## src/rtl/cfa_pkg.sv

```systemverilog
// Shared types and constants of the contiguous frame allocator.
package cfa_pkg;

    localparam int MAX_FRAMES_DEF = 1024;
    localparam int ADDR_W = 20;
    localparam int LEN_W = 11;

    typedef enum logic [1:0] {
        OP_ALLOC   = 2'd0,
        OP_RELEASE = 2'd1,
        OP_MARK    = 2'd2,
        OP_INIT    = 2'd3
    } op_t;

    typedef enum logic [1:0] {
        ST_OK       = 2'd0,
        ST_NO_FIT   = 2'd1,
        ST_BAD_ADDR = 2'd2,
        ST_EMPTY    = 2'd3
    } status_t;

    typedef enum logic [1:0] {
        FS_FREE   = 2'b00,
        FS_UNUSED = 2'b01,
        FS_HEAD   = 2'b10,
        FS_USED   = 2'b11
    } frame_st_t;

    typedef enum logic [1:0] {
        CFG_POOL_BASE    = 2'd0,
        CFG_POOL_SIZE    = 2'd1,
        CFG_INFO_IN_POOL = 2'd2,
        CFG_NONE         = 2'd3
    } cfg_idx_t;

    typedef struct packed {
        logic [1:0]        op;
        logic [ADDR_W-1:0] frame_addr;
        logic [LEN_W-1:0]  run_len;
    } req_t;

    typedef struct packed {
        logic [ADDR_W-1:0] first_frame;
        logic [1:0]        status;
        logic [LEN_W-1:0]  free_count;
    } rsp_t;

    typedef struct packed {
        logic       shift;
        logic [1:0] tail;
    } chain_ctl_t;

endpackage

```

## src/rtl/cfa_cell.sv

```systemverilog
// One cell of the frame ring: holds the 2-bit state of one frame.
module cfa_cell
(
    input  logic       clk,
    input  logic       rst_n,
    input  logic       shift,
    input  logic [1:0] d,
    output logic [1:0] q
);

    logic [1:0] state_reg;

    always_ff @(posedge clk or negedge rst_n)
    begin
        if (!rst_n)
        begin
            state_reg <= cfa_pkg::FS_FREE;
        end
        else if (shift)
        begin
            state_reg <= d;
        end
    end

    assign q = state_reg;

endmodule

```

## src/rtl/cfa_chain.sv

```systemverilog
// Row of frame cells; each shift moves every state one cell towards the head.
module cfa_chain
#(
    parameter int MAX_FRAMES = cfa_pkg::MAX_FRAMES_DEF
)
(
    input  logic                clk,
    input  logic                rst_n,
    input  cfa_pkg::chain_ctl_t ctl,
    output logic [1:0]          head
);

    logic [1:0] q [MAX_FRAMES];

    for (genvar k = 0; k < MAX_FRAMES; k++)
    begin : g_cell
        logic [1:0] d;
        if (k == MAX_FRAMES - 1)
        begin : g_tail
            assign d = ctl.tail;
        end
        else
        begin : g_mid
            assign d = q[k+1];
        end
        cfa_cell u_cell
        (
            .clk   (clk),
            .rst_n (rst_n),
            .shift (ctl.shift),
            .d     (d),
            .q     (q[k])
        );
    end

    assign head = q[0];

endmodule

```

## src/rtl/contiguous_frame_allocator.sv

```systemverilog
// Contiguous frame allocator: first-fit run allocation over a ring of frame cells.
//
// The frame states sit in a ring of MAX_FRAMES cells that rotates by one cell
// per clock while an operation is under way; the controller sees one frame per
// cycle at the head of the ring and writes the updated state back at the tail,
// so after a full rotation the ring is aligned again. Release, mark and init
// each take one full rotation plus the handshake and result; an alloc takes
// one rotation to find the first fitting run and a second to claim it, or one
// rotation if nothing fits. An alloc on an empty pool, an alloc or mark of zero
// frames and a release or mark whose address lies outside the pool are answered
// without touching the ring. One request is in work at a time; a new request
// is taken while the previous result still waits in the output register.
// Configuration writes are always accepted and must only be issued while the
// block is idle. The ring needs no clearing pass after reset.
module contiguous_frame_allocator
#(
    parameter int MAX_FRAMES = cfa_pkg::MAX_FRAMES_DEF
)
(
    input  logic                      clk,
    input  logic                      rst_n,
    input  logic                      req_valid,
    output logic                      req_ready,
    input  cfa_pkg::req_t             req,
    output logic                      rsp_valid,
    input  logic                      rsp_ready,
    output cfa_pkg::rsp_t             rsp,
    input  logic                      cfg_valid,
    output logic                      cfg_ready,
    input  logic [1:0]                cfg_index,
    input  logic [cfa_pkg::ADDR_W-1:0] cfg_data
);

    localparam int IW = (MAX_FRAMES > 1) ? $clog2(MAX_FRAMES) : 1;
    // Comparison width wide enough for a frame index and an 11-bit length.
    localparam int CW = (IW + 1 > 12) ? IW + 1 : 12;
    localparam int AW = cfa_pkg::ADDR_W;
    localparam int LW = cfa_pkg::LEN_W;
    localparam logic [CW-1:0] MAX_C = CW'(MAX_FRAMES);
    localparam logic [IW-1:0] LAST_IDX = IW'(MAX_FRAMES - 1);
    localparam logic [LW-1:0] FREE_RST = LW'((MAX_FRAMES < 1024) ? MAX_FRAMES : 1024);
    localparam logic [LW-1:0] CNT_MAX = {LW{1'b1}};

    typedef enum logic [5:0] {
        S_IDLE    = 6'b000001,
        S_SEARCH  = 6'b000010,
        S_CLAIM   = 6'b000100,
        S_RELEASE = 6'b001000,
        S_INIT    = 6'b010000,
        S_RESULT  = 6'b100000
    } fsm_t;

    fsm_t state_reg, state_next;

    // Configuration registers.
    logic [AW-1:0] pool_base_reg;
    logic [LW-1:0] pool_size_reg;
    logic          info_reg;

    // Work registers.
    logic [IW-1:0] idx_reg, idx_next;
    logic [IW-1:0] start_reg, start_next;
    logic [LW-1:0] len_reg, len_next;
    logic [CW-1:0] run_reg, run_next;
    logic          flag_reg, flag_next;   // found (search), bad (release)
    logic          walk_reg, walk_next;
    logic [LW-1:0] free_reg, free_next;
    logic [AW-1:0] res_first_reg, res_first_next;
    cfa_pkg::status_t res_status_reg, res_status_next;
    logic          rsp_valid_reg, rsp_valid_next;
    cfa_pkg::rsp_t rsp_reg, rsp_next;

    cfa_pkg::chain_ctl_t ctl;
    logic [1:0]    cur;

    // Effective pool size and the position of the request address.
    logic [CW-1:0] n_c;
    logic [AW-1:0] rel_full;
    logic          in_pool;
    logic [CW-1:0] idx_c;
    logic          idx_in;
    logic [IW-1:0] diff;
    logic          in_run;
    logic          dec, inc;

    assign n_c = ((CW'(pool_size_reg) < MAX_C) ? CW'(pool_size_reg) : MAX_C);
    assign rel_full = req.frame_addr - pool_base_reg;
    // The pool size is always narrower than a frame address.
    assign in_pool = (req.frame_addr >= pool_base_reg) && (rel_full < AW'(n_c));
    assign idx_c = CW'(idx_reg);
    assign idx_in = idx_c < n_c;
    assign diff = idx_reg - start_reg;
    assign in_run = (idx_reg >= start_reg) && (CW'(diff) < CW'(len_reg)) && idx_in;

    cfa_chain #(.MAX_FRAMES(MAX_FRAMES)) u_chain
    (
        .clk   (clk),
        .rst_n (rst_n),
        .ctl   (ctl),
        .head  (cur)
    );

    always_comb
    begin
        state_next      = state_reg;
        idx_next        = idx_reg;
        start_next      = start_reg;
        len_next        = len_reg;
        run_next        = run_reg;
        flag_next       = flag_reg;
        walk_next       = walk_reg;
        res_first_next  = res_first_reg;
        res_status_next = res_status_reg;
        rsp_next        = rsp_reg;
        rsp_valid_next  = rsp_valid_reg && !rsp_ready;
        ctl.shift       = 1'b0;
        ctl.tail        = cur;
        dec             = 1'b0;
        inc             = 1'b0;
        free_next       = free_reg;

        unique case (state_reg)
            S_IDLE:
            begin
                if (req_valid)
                begin
                    res_first_next  = '0;
                    res_status_next = cfa_pkg::ST_OK;
                    idx_next        = '0;
                    len_next        = req.run_len;
                    start_next      = IW'(rel_full);
                    unique case (cfa_pkg::op_t'(req.op))
                        cfa_pkg::OP_ALLOC:
                        begin
                            run_next  = '0;
                            flag_next = 1'b0;
                            if (free_reg == '0)
                            begin
                                res_status_next = cfa_pkg::ST_EMPTY;
                                state_next = S_RESULT;
                            end
                            else if (req.run_len == '0)
                            begin
                                res_status_next = cfa_pkg::ST_NO_FIT;
                                state_next = S_RESULT;
                            end
                            else
                            begin
                                state_next = S_SEARCH;
                            end
                        end
                        cfa_pkg::OP_RELEASE:
                        begin
                            flag_next = 1'b1;
                            walk_next = 1'b0;
                            if (!in_pool)
                            begin
                                res_status_next = cfa_pkg::ST_BAD_ADDR;
                                state_next = S_RESULT;
                            end
                            else
                            begin
                                state_next = S_RELEASE;
                            end
                        end
                        cfa_pkg::OP_MARK:
                        begin
                            if (req.run_len == '0)
                            begin
                                res_status_next = cfa_pkg::ST_NO_FIT;
                                state_next = S_RESULT;
                            end
                            else if (!in_pool)
                            begin
                                res_status_next = cfa_pkg::ST_BAD_ADDR;
                                state_next = S_RESULT;
                            end
                            else
                            begin
                                state_next = S_CLAIM;
                            end
                        end
                        cfa_pkg::OP_INIT:
                        begin
                            free_next  = LW'(n_c);
                            state_next = S_INIT;
                        end
                        default:
                        begin
                            state_next = S_IDLE;
                        end
                    endcase
                end
            end
            S_SEARCH:
            begin
                ctl.shift = 1'b1;
                idx_next  = idx_reg + 1'b1;
                if (!flag_reg && idx_in)
                begin
                    run_next = (cur == cfa_pkg::FS_FREE) ? run_reg + 1'b1 : '0;
                    if (run_next == CW'(len_reg))
                    begin
                        flag_next  = 1'b1;
                        start_next = IW'(idx_c + CW'(1) - CW'(len_reg));
                    end
                end
                if (idx_reg == LAST_IDX)
                begin
                    idx_next = '0;
                    if (flag_next)
                    begin
                        res_first_next = pool_base_reg + AW'(start_next);
                        state_next = S_CLAIM;
                    end
                    else
                    begin
                        res_status_next = cfa_pkg::ST_NO_FIT;
                        state_next = S_RESULT;
                    end
                end
            end
            S_CLAIM:
            begin
                ctl.shift = 1'b1;
                idx_next  = idx_reg + 1'b1;
                if (in_run)
                begin
                    dec = (cur == cfa_pkg::FS_FREE);
                    ctl.tail = (idx_reg == start_reg) ? cfa_pkg::FS_HEAD : cfa_pkg::FS_USED;
                end
                if (idx_reg == LAST_IDX)
                begin
                    idx_next   = '0;
                    state_next = S_RESULT;
                end
            end
            S_RELEASE:
            begin
                ctl.shift = 1'b1;
                idx_next  = idx_reg + 1'b1;
                if (idx_reg == start_reg)
                begin
                    if (cur == cfa_pkg::FS_HEAD)
                    begin
                        flag_next = 1'b0;
                        walk_next = 1'b1;
                        inc       = 1'b1;
                        ctl.tail  = cfa_pkg::FS_FREE;
                    end
                end
                else if (walk_reg)
                begin
                    if (idx_in && cur == cfa_pkg::FS_USED)
                    begin
                        inc      = 1'b1;
                        ctl.tail = cfa_pkg::FS_FREE;
                    end
                    else
                    begin
                        walk_next = 1'b0;
                    end
                end
                if (idx_reg == LAST_IDX)
                begin
                    idx_next = '0;
                    res_status_next = flag_next ? cfa_pkg::ST_BAD_ADDR : cfa_pkg::ST_OK;
                    state_next = S_RESULT;
                end
            end
            S_INIT:
            begin
                ctl.shift = 1'b1;
                idx_next  = idx_reg + 1'b1;
                ctl.tail  = cfa_pkg::FS_FREE;
                if (idx_reg == '0 && info_reg && n_c != '0)
                begin
                    ctl.tail = cfa_pkg::FS_USED;
                    dec      = 1'b1;
                end
                if (idx_reg == LAST_IDX)
                begin
                    idx_next   = '0;
                    state_next = S_RESULT;
                end
            end
            S_RESULT:
            begin
                if (!rsp_valid_reg || rsp_ready)
                begin
                    rsp_next.first_frame = res_first_reg;
                    rsp_next.status      = res_status_reg;
                    rsp_next.free_count  = free_reg;
                    rsp_valid_next       = 1'b1;
                    state_next           = S_IDLE;
                end
            end
            default:
            begin
                state_next = S_IDLE;
            end
        endcase

        // Saturating free-frame counter.
        if (dec && free_next != '0)
        begin
            free_next = free_next - 1'b1;
        end
        else if (inc && free_next != CNT_MAX)
        begin
            free_next = free_next + 1'b1;
        end
    end

    always_ff @(posedge clk or negedge rst_n)
    begin
        if (!rst_n)
        begin
            state_reg      <= S_IDLE;
            idx_reg        <= '0;
            free_reg       <= FREE_RST;
            rsp_valid_reg  <= 1'b0;
            pool_base_reg  <= '0;
            pool_size_reg  <= LW'(1024);
            info_reg       <= 1'b1;
            flag_reg       <= 1'b0;
            walk_reg       <= 1'b0;
        end
        else
        begin
            state_reg     <= state_next;
            idx_reg       <= idx_next;
            free_reg      <= free_next;
            rsp_valid_reg <= rsp_valid_next;
            flag_reg      <= flag_next;
            walk_reg      <= walk_next;
            if (cfg_valid)
            begin
                unique case (cfa_pkg::cfg_idx_t'(cfg_index))
                    cfa_pkg::CFG_POOL_BASE:    pool_base_reg <= cfg_data;
                    cfa_pkg::CFG_POOL_SIZE:    pool_size_reg <= cfg_data[LW-1:0];
                    cfa_pkg::CFG_INFO_IN_POOL: info_reg <= cfg_data[0];
                    default:                   info_reg <= info_reg;
                endcase
            end
        end
    end

    // Payload registers carry no reset.
    always_ff @(posedge clk)
    begin
        start_reg      <= start_next;
        len_reg        <= len_next;
        run_reg        <= run_next;
        res_first_reg  <= res_first_next;
        res_status_reg <= res_status_next;
        rsp_reg        <= rsp_next;
    end

    assign req_ready = (state_reg == S_IDLE);
    assign cfg_ready = 1'b1;
    assign rsp_valid = rsp_valid_reg;
    assign rsp       = rsp_reg;

`ifndef SYNTH
    // The ring must be back in alignment whenever no request is in work.
    a_aligned_idle: assert property (@(posedge clk) disable iff (!rst_n)
        state_reg == S_IDLE |-> idx_reg == '0)
        else $error("frame ring not aligned while idle");

    // A search or claim rotation advances by exactly one frame per cycle.
    a_idx_step: assert property (@(posedge clk) disable iff (!rst_n)
        (state_reg == S_SEARCH || state_reg == S_CLAIM) && idx_reg != LAST_IDX
        |=> idx_reg == $past(idx_reg) + 1'b1)
        else $error("frame index skipped during rotation");

    // Failed requests never report a frame number.
    a_fail_zero: assert property (@(posedge clk) disable iff (!rst_n)
        rsp_valid_reg && rsp_reg.status != cfa_pkg::ST_OK |-> rsp_reg.first_frame == '0)
        else $error("failed request reports a frame number");
`endif

endmodule

```

## config.mk

```make
export PLATFORM = sky130hd
export DESIGN_NAME = contiguous_frame_allocator
export DESIGN_NICKNAME = d
export VERILOG_FILES = /design/src/rtl/cfa_pkg.sv /design/src/rtl/cfa_cell.sv /design/src/rtl/cfa_chain.sv /design/src/rtl/contiguous_frame_allocator.sv
export SDC_FILE = /design/constraint.sdc
export NUM_CORES = 2
export LEC_CHECK = 0
export BUFFER_PORTS_ARGS = -buffer_cell sky130_fd_sc_hd__buf_4
export CAP_MARGIN = 40
export CORE_MARGIN = 2
export CORE_UTILIZATION = 45
export DETAILED_ROUTE_END_ITERATION = 8
export SYNTH_ARGS = -nofsm -noshare
export SYNTH_HDL_FRONTEND = slang
export SYNTH_SLANG_ARGS = --single-unit
export TNS_END_PERCENT = 5
```

## constraint.sdc

```tcl
create_clock -name clk -period 9.28 [get_ports clk]
set_input_delay 0.464 -clock clk [delete_from_list [all_inputs] [get_ports clk]]
set_output_delay 0.464 -clock clk [all_outputs]
set_load 0.02 [all_outputs]
```

# After elaboration in Yosys (flattened, before gate mapping)

Index checks and enable logic that the tools add are counted.

Multipliers: 0
Multiplexer cells: 79
$add $sub $neg: 9
Div/mod/pow operators: 0
Equal/unequal tests: 29
Shift operators: 0
Bitwise operators: 0
Reduce and logical (&&, ||, !) cells: 41
$lt $le $gt $ge: 6

Operators by type and width:

| kind                  | number |
|---|---|
| $mux 11               | 6 |
| $mux 10               | 6 |
| $mux 20               | 3 |
| $mux 6                | 10 |
| $mux 12               | 4 |
| $pmux 6 s4            | 2 |
| $pmux 10 s2           | 2 |
| $pmux 20 s2           | 1 |
| $mux 2                | 14 |
| $pmux 12 s2           | 1 |
| $mux 1                | 23 |
| $logic_not 11->1      | 2 |
| $lt 10x11->1          | 2 |
| $add 10x1->10 const B | 2 |
| $add 20x10->20        | 1 |
| $ge 20x20->1          | 1 |
| $lt 20x11->1          | 1 |
| $sub 10x10->10        | 2 |
| $sub 20x20->20        | 1 |
| $pmux 2 s3            | 3 |
| $reduce_and 4->1      | 4 |
| $ne 2x2->1 const B    | 7 |
| $reduce_and 2->1      | 7 |
| $add 12x1->12 const B | 1 |
| 34 further kinds      | 58 |

Register bits: 2,198
Word-level logic and storage cells: 1,205
Memory bits (writable): 0
Memories kept: 0
Output and inout port bits: 36
Latch bits: 0
Memory bits (read-only): 0

# Logic depth before layout (Yosys ltp)

Depth in word-level cells: 11
Depth in mapped cells: 22

# Modules after synthesis

Synthesis repeated with hierarchy kept, for this count alone.

Cell total of the unflattened synthesis: 5,151
Area total of the unflattened synthesis: 84,566.1 um2

By module, submodules not included:

| module                     | times used | seq. area each (um2) | area an instance (um2) | cells each |
|---|---|---|---|---|
| cfa_cell                   | 1,024      | 50.0                 | 72.6                   | 4 |
| contiguous_frame_allocator | 1          | 4,199.0              | 10,254.8               | 1,055 |

# Worst setup path after synthesis

Ideal clock, no wire load.

Path kind: flip-flop to flip-flop
Start: register pool_size_reg[10]
End: register res_first_reg[18], data pin
Cell stages (with the launch flop): 23
Path slack: 4.070 ns
Arrival: 4.944 ns
Clock period less this slack: 5.210 ns
Path buffers: 2
Cells stage by stage: dfstp_2 -> buf_2 -> clkinv_1 -> nand2_1 -> ha_1 -> a211oi_1 -> o21ai_0 -> o211ai_1 -> o211ai_1 -> nand4b_1 -> nor3_2 -> buf_6 -> mux2_1 -> ha_1 -> fa_1 -> a21o_1 -> a21oi_1 -> o21bai_1 -> a2111o_1 -> a41oi_1 -> nor3_1 -> xnor2_1 -> nor2_1

Word-level cells in the longest chain between the ends: 10

RTL lines:

| element                | RTL line                          | text |
|---|---|---|
| from (decl)            | contiguous_frame_allocator.sv:57  | `logic [LW-1:0] pool_size_reg;` |
| from (signal assigned) | contiguous_frame_allocator.sv:341 | `cfa_pkg::CFG_POOL_SIZE: pool_size_reg <= cfg_data[LW-1:0];` |
| $lt 11x11->1           | contiguous_frame_allocator.sv:86  | `assign n_c = ((CW'(pool_size_reg) < MAX_C) ? CW'(pool_size_reg) : MAX_C);` |
| $mux 11 *              | contiguous_frame_allocator.sv:86  |  |
| $lt 10x11->1 *         | contiguous_frame_allocator.sv:91  | `assign idx_in = idx_c < n_c;` |
| $logic_and 1x1->1 *    | contiguous_frame_allocator.sv:199 | `if (!flag_reg && idx_in)` |
| $mux 10 *              | contiguous_frame_allocator.sv:199 |  |
| $mux 10 *              | contiguous_frame_allocator.sv:122 | `unique case (state_reg)` |
| $add 20x10->20 *       | contiguous_frame_allocator.sv:213 | `res_first_next = pool_base_reg + AW'(start_next);` |
| $mux 20 *              | contiguous_frame_allocator.sv:211 | `if (flag_next)` |
| $mux 20 *              | contiguous_frame_allocator.sv:208 | `if (idx_reg == LAST_IDX)` |
| $pmux 20 s2 *          | contiguous_frame_allocator.sv:122 |  |
| to (signal assigned)   | contiguous_frame_allocator.sv:355 | `res_first_reg <= res_first_next;` |
| to (decl)              | contiguous_frame_allocator.sv:68  | `logic [AW-1:0] res_first_reg, res_first_next;` |

Mark *: on every way between the ends. The rest lies on a longest branch, timed or not. The select of a mux whose other input is x is not followed.
A chain may end at the register's enable or synchronous reset.

# Final worst setup path

Start: register pool_size_reg[10]
End: register res_first_reg[16], data pin

The elaborated chain is that of the path after synthesis.

==> flow_metrics.py <==
metrics = {
    "die": {
        "rows": 161,
        "start_util": 0.452,
        "ios": 96,
        "fp.dieH_um": 443,
        "core-area_sq_um": 192000,
        "die-area_sq_um": 196000,
        "die_x_um": 443,
    },
    "sta": {
        "relSlewSlack": 0.0814,
        "fin_tns_setup_ns": 0,
        "fmax_mhz": 161,
        "slew_viol_final": 0,
        "finalCriticalPeriod_ns": 6.21,
        "tightestPinTransition_ns": 1.38,
        "final.period_utilization": 0.669,
        "rsz0062_at_grt": "no",
        "setup_viol": 0,
        "skew_ns": 0.0596,
        "hold_violations": 0,
    },
    "synthesis": {
        "syn_avg_cell_area_sq_um": 8.89,
        "syn_area_sq_um": 86800,
        "ys_ff_latch": 2198,
        "synth_flop_cell": "dfrtp_1",
        "synthSimpleGateAreaFrac": 0.290,
        "synth_mux_area_frac": 0.00515,
        "syn-num-nets": 9917,
        "synth_top_family_by_area": "simple AND/OR/NAND/NOR gates",
        "synth_fa_ha_area_frac": 0.0139,
        "synth-xor-area-share": 0.00657,
        "async_reset_ff_frac": 0.960,
        "yosysSeqAreaShare": 0.639,
        "synth_cell_types": 82,
        "syn-instance-count": 9763,
        "synth_compound_area_frac": 0.0199,
        "synth-edff-count": 88,
        "yosys_warnings": 0,
    },
    "route": {
        "vias": 60000,
        "drc": 0,
        "dr.pass1.iters": 6,
        "routed_wl_um": 162000,
        "dr_wl_met3_um": 6270,
        "wl_per_cell_um": 13.1,
        "via_per_inst": 4.83,
        "ant_nets": 0,
        "wl_met1_um": 78400,
        "drt_iter0_drc": 5411,
        "dr_wl_met2_um": 73900,
        "top_layer_used": "met4",
    },
    "cts": {
        "clkSinkCount": 2198,
        "numCtsBuffers": 224,
        "clkTransAtPathRegs_ns": 0.06,
        "cts_root_buf": "clkbuf_16",
        "htree_levels": 4,
        "tritoncts": "done",
        "clock_latency_ns": 0.85,
        "clockBufferDepth": 3,
        "post_cts_buffers": 0,
    },
    "hold_path": {
        "hold_class": "in -> reg",
        "hold_start": "req[31]",
    },
    "power_and_ir_drop": {
        "vdd_drop_max_mv": 0.176,
        "power_leakage_nw": 54.9,
        "p_per_area_nw_per_um2": 221,
        "power_w": 0.0217,
    },
    "layout": {
        "syn_to_final_growth_pct": 12.8,
        "fin_util": 0.509,
        "final_net_count": 9850,
        "nFillCells": 17600,
        "fin_cells": 12400,
        "design_area_sq_um": 97900,
        "largest_reg_flops": 2048,
        "drive_above_1_share": 0.0604,
    },
    "placed_design": {
        "dpl_cell_area_sq_um": 89800,
        "dp.cells": 12000,
        "hpwlAfterDp_um": 92600,
        "place.gp.congestion": 0.866,
        "port_buffers": 94,
    },
    "worst_setup_path": {
        "reg2reg_from": "pool_size_reg[10]",
        "startpoint": "pool_size_reg[10]",
        "crit_required_ns": 9.82,
        "worstSetupStartpointType": "flop",
        "worstPathArrival_ns": 6.76,
        "path_max_fanout": 13,
        "criticalPathCategory": "reg -> reg",
        "critPathCaptureType": "flop",
    },
    "global_routing": {
        "antenna_found_initial": 2,
        "grt_overflow": 0,
        "grt_pass1_wl_um": 282000,
        "grt_pass1_vias": 58600,
        "grt_start_max_net_pins": 256,
        "grt.total_usage": 0.167,
    },
    "flow_run": {
        "cap_violations": 0,
    },
    "run_status": {
        "status": "complete, no violations",
    },
}
-- metal layers --
layer	up-vias	GRT usage
li1	29800	-
met1	29100	0.236
met2	783	0.267
met3	270	0.0290
met4	0	0.0456
met5	-	0
-- synthesized netlist by cell type (all sizes together), types with 21 or more instances --
cell type | number | area (sq um)
mux2 | 28 | 327
edfxtp | 88 | 2640
nor4 | 22 | 153
xnor2 | 37 | 324
clkbuf | 390 | 1460
nand2 | 6238 | 23400
a21oi | 61 | 305
nand3 | 36 | 185
nor2 | 99 | 372
nor3 | 21 | 115
nand4 | 22 | 159
dfrtp | 2106 | 52700
inv | 67 | 251
xor2 | 23 | 201
ha | 90 | 1130
o21ai | 70 | 350
buf | 104 | 529
-- worst max-delay path, stage by stage (launching register included) --
cell and delay (ns):
dfstp_2 0.69, clkinv_1 0.34, nand2_1 0.25, ha_1 0.27, a211oi_1 0.23, o21ai_0 0.12, o211ai_1 0.27, o211ai_1 0.16
nand4b_1 0.29, nor3_2 0.15, buf_4 0.25, mux2_1 0.39, ha_1 0.23, fa_1 0.41, a21o_1 0.20, a21oi_1 0.23
o21bai_1 0.12, a2111o_1 0.47, a41oi_1 0.53, nor4b_1 0.14, xnor2_1 0.16, nor2_1 0.05
-- report_power, final --
| group | internal, W | leakage, nW | switching, W |
|---|---|---|---|
| Clock | 0.00544 | 3.83 | 0.00381 |
| Combinational | 0.000608 | 20.8 | 0.00187 |
| Sequential | 0.00983 | 30.2 | 0.000137 |
| Total | 0.0159 | 54.9 | 0.00581 |
-- logic make-up after synthesis --
family          Yosys count
simple gates           6544
flops                  2198
buf+inv                 562
compound gates          262
fa+ha+maj                94
xor+xnor                 62
mux                      40
other cells               1
-- placed cells by master, fill, tap and decap left out, types with 35 or more instances in the layout --
master     count
a21oi_1       61
buf_4        127
clkbuf_1      41
clkbuf_16    227
clkbuf_8      67
clkinv_2      42
dfrtp_1     2106
edfxtp_1      88
ha_1          90
inv_1         67
nand2_1     6238
nand3_1       35
nor2_1        99
o21ai_0       69
xnor2_1       37
-- path summary, 6_finish.rpt --
path	cells after the start	slack (ns)	endpoint
min reg2reg	0	0.38	rsp[21]
min	2	0.10	res_status_reg[0]
max	21	3.07	res_first_reg[16]
max reg2reg	21	3.07	res_first_reg[16]
max in group asynchronous	5	6.65	u_chain.g_cell[1009].u_cell.q[1]
min in group asynchronous	2	0.33	u_chain.g_cell[401].u_cell.q[0]
-- area by class of cell --
cell class                 instances  area, sq um  share of cell area
multi-input combinational       7003        29100               0.298
antenna                            1         2.50           0.0000256
timing repair buffer             201         2150              0.0220
clock inverter                    78          992              0.0101
clock buffer                     336         6760              0.0691
tap                             2526         3160              0.0323
sequential                      2198        55400               0.566
inverter                          68          255             0.00261
-- what timing repair did --
action,in CTS,in global routing
hold endpoints to repair,197,0
resized for setup,0,0
hold buffers,34,0
-- metrics by stage --
step                      setup slack (ns)  hold slack [ns]
after floorplan                       4.07            0.168
after global placement                3.08            0.406
after detailed placement              3.04            0.406
after CTS                             3.03          0.00331
after global routing                  2.63           0.0401
final                                 3.07            0.101
(Power assumes the default switching activity.)
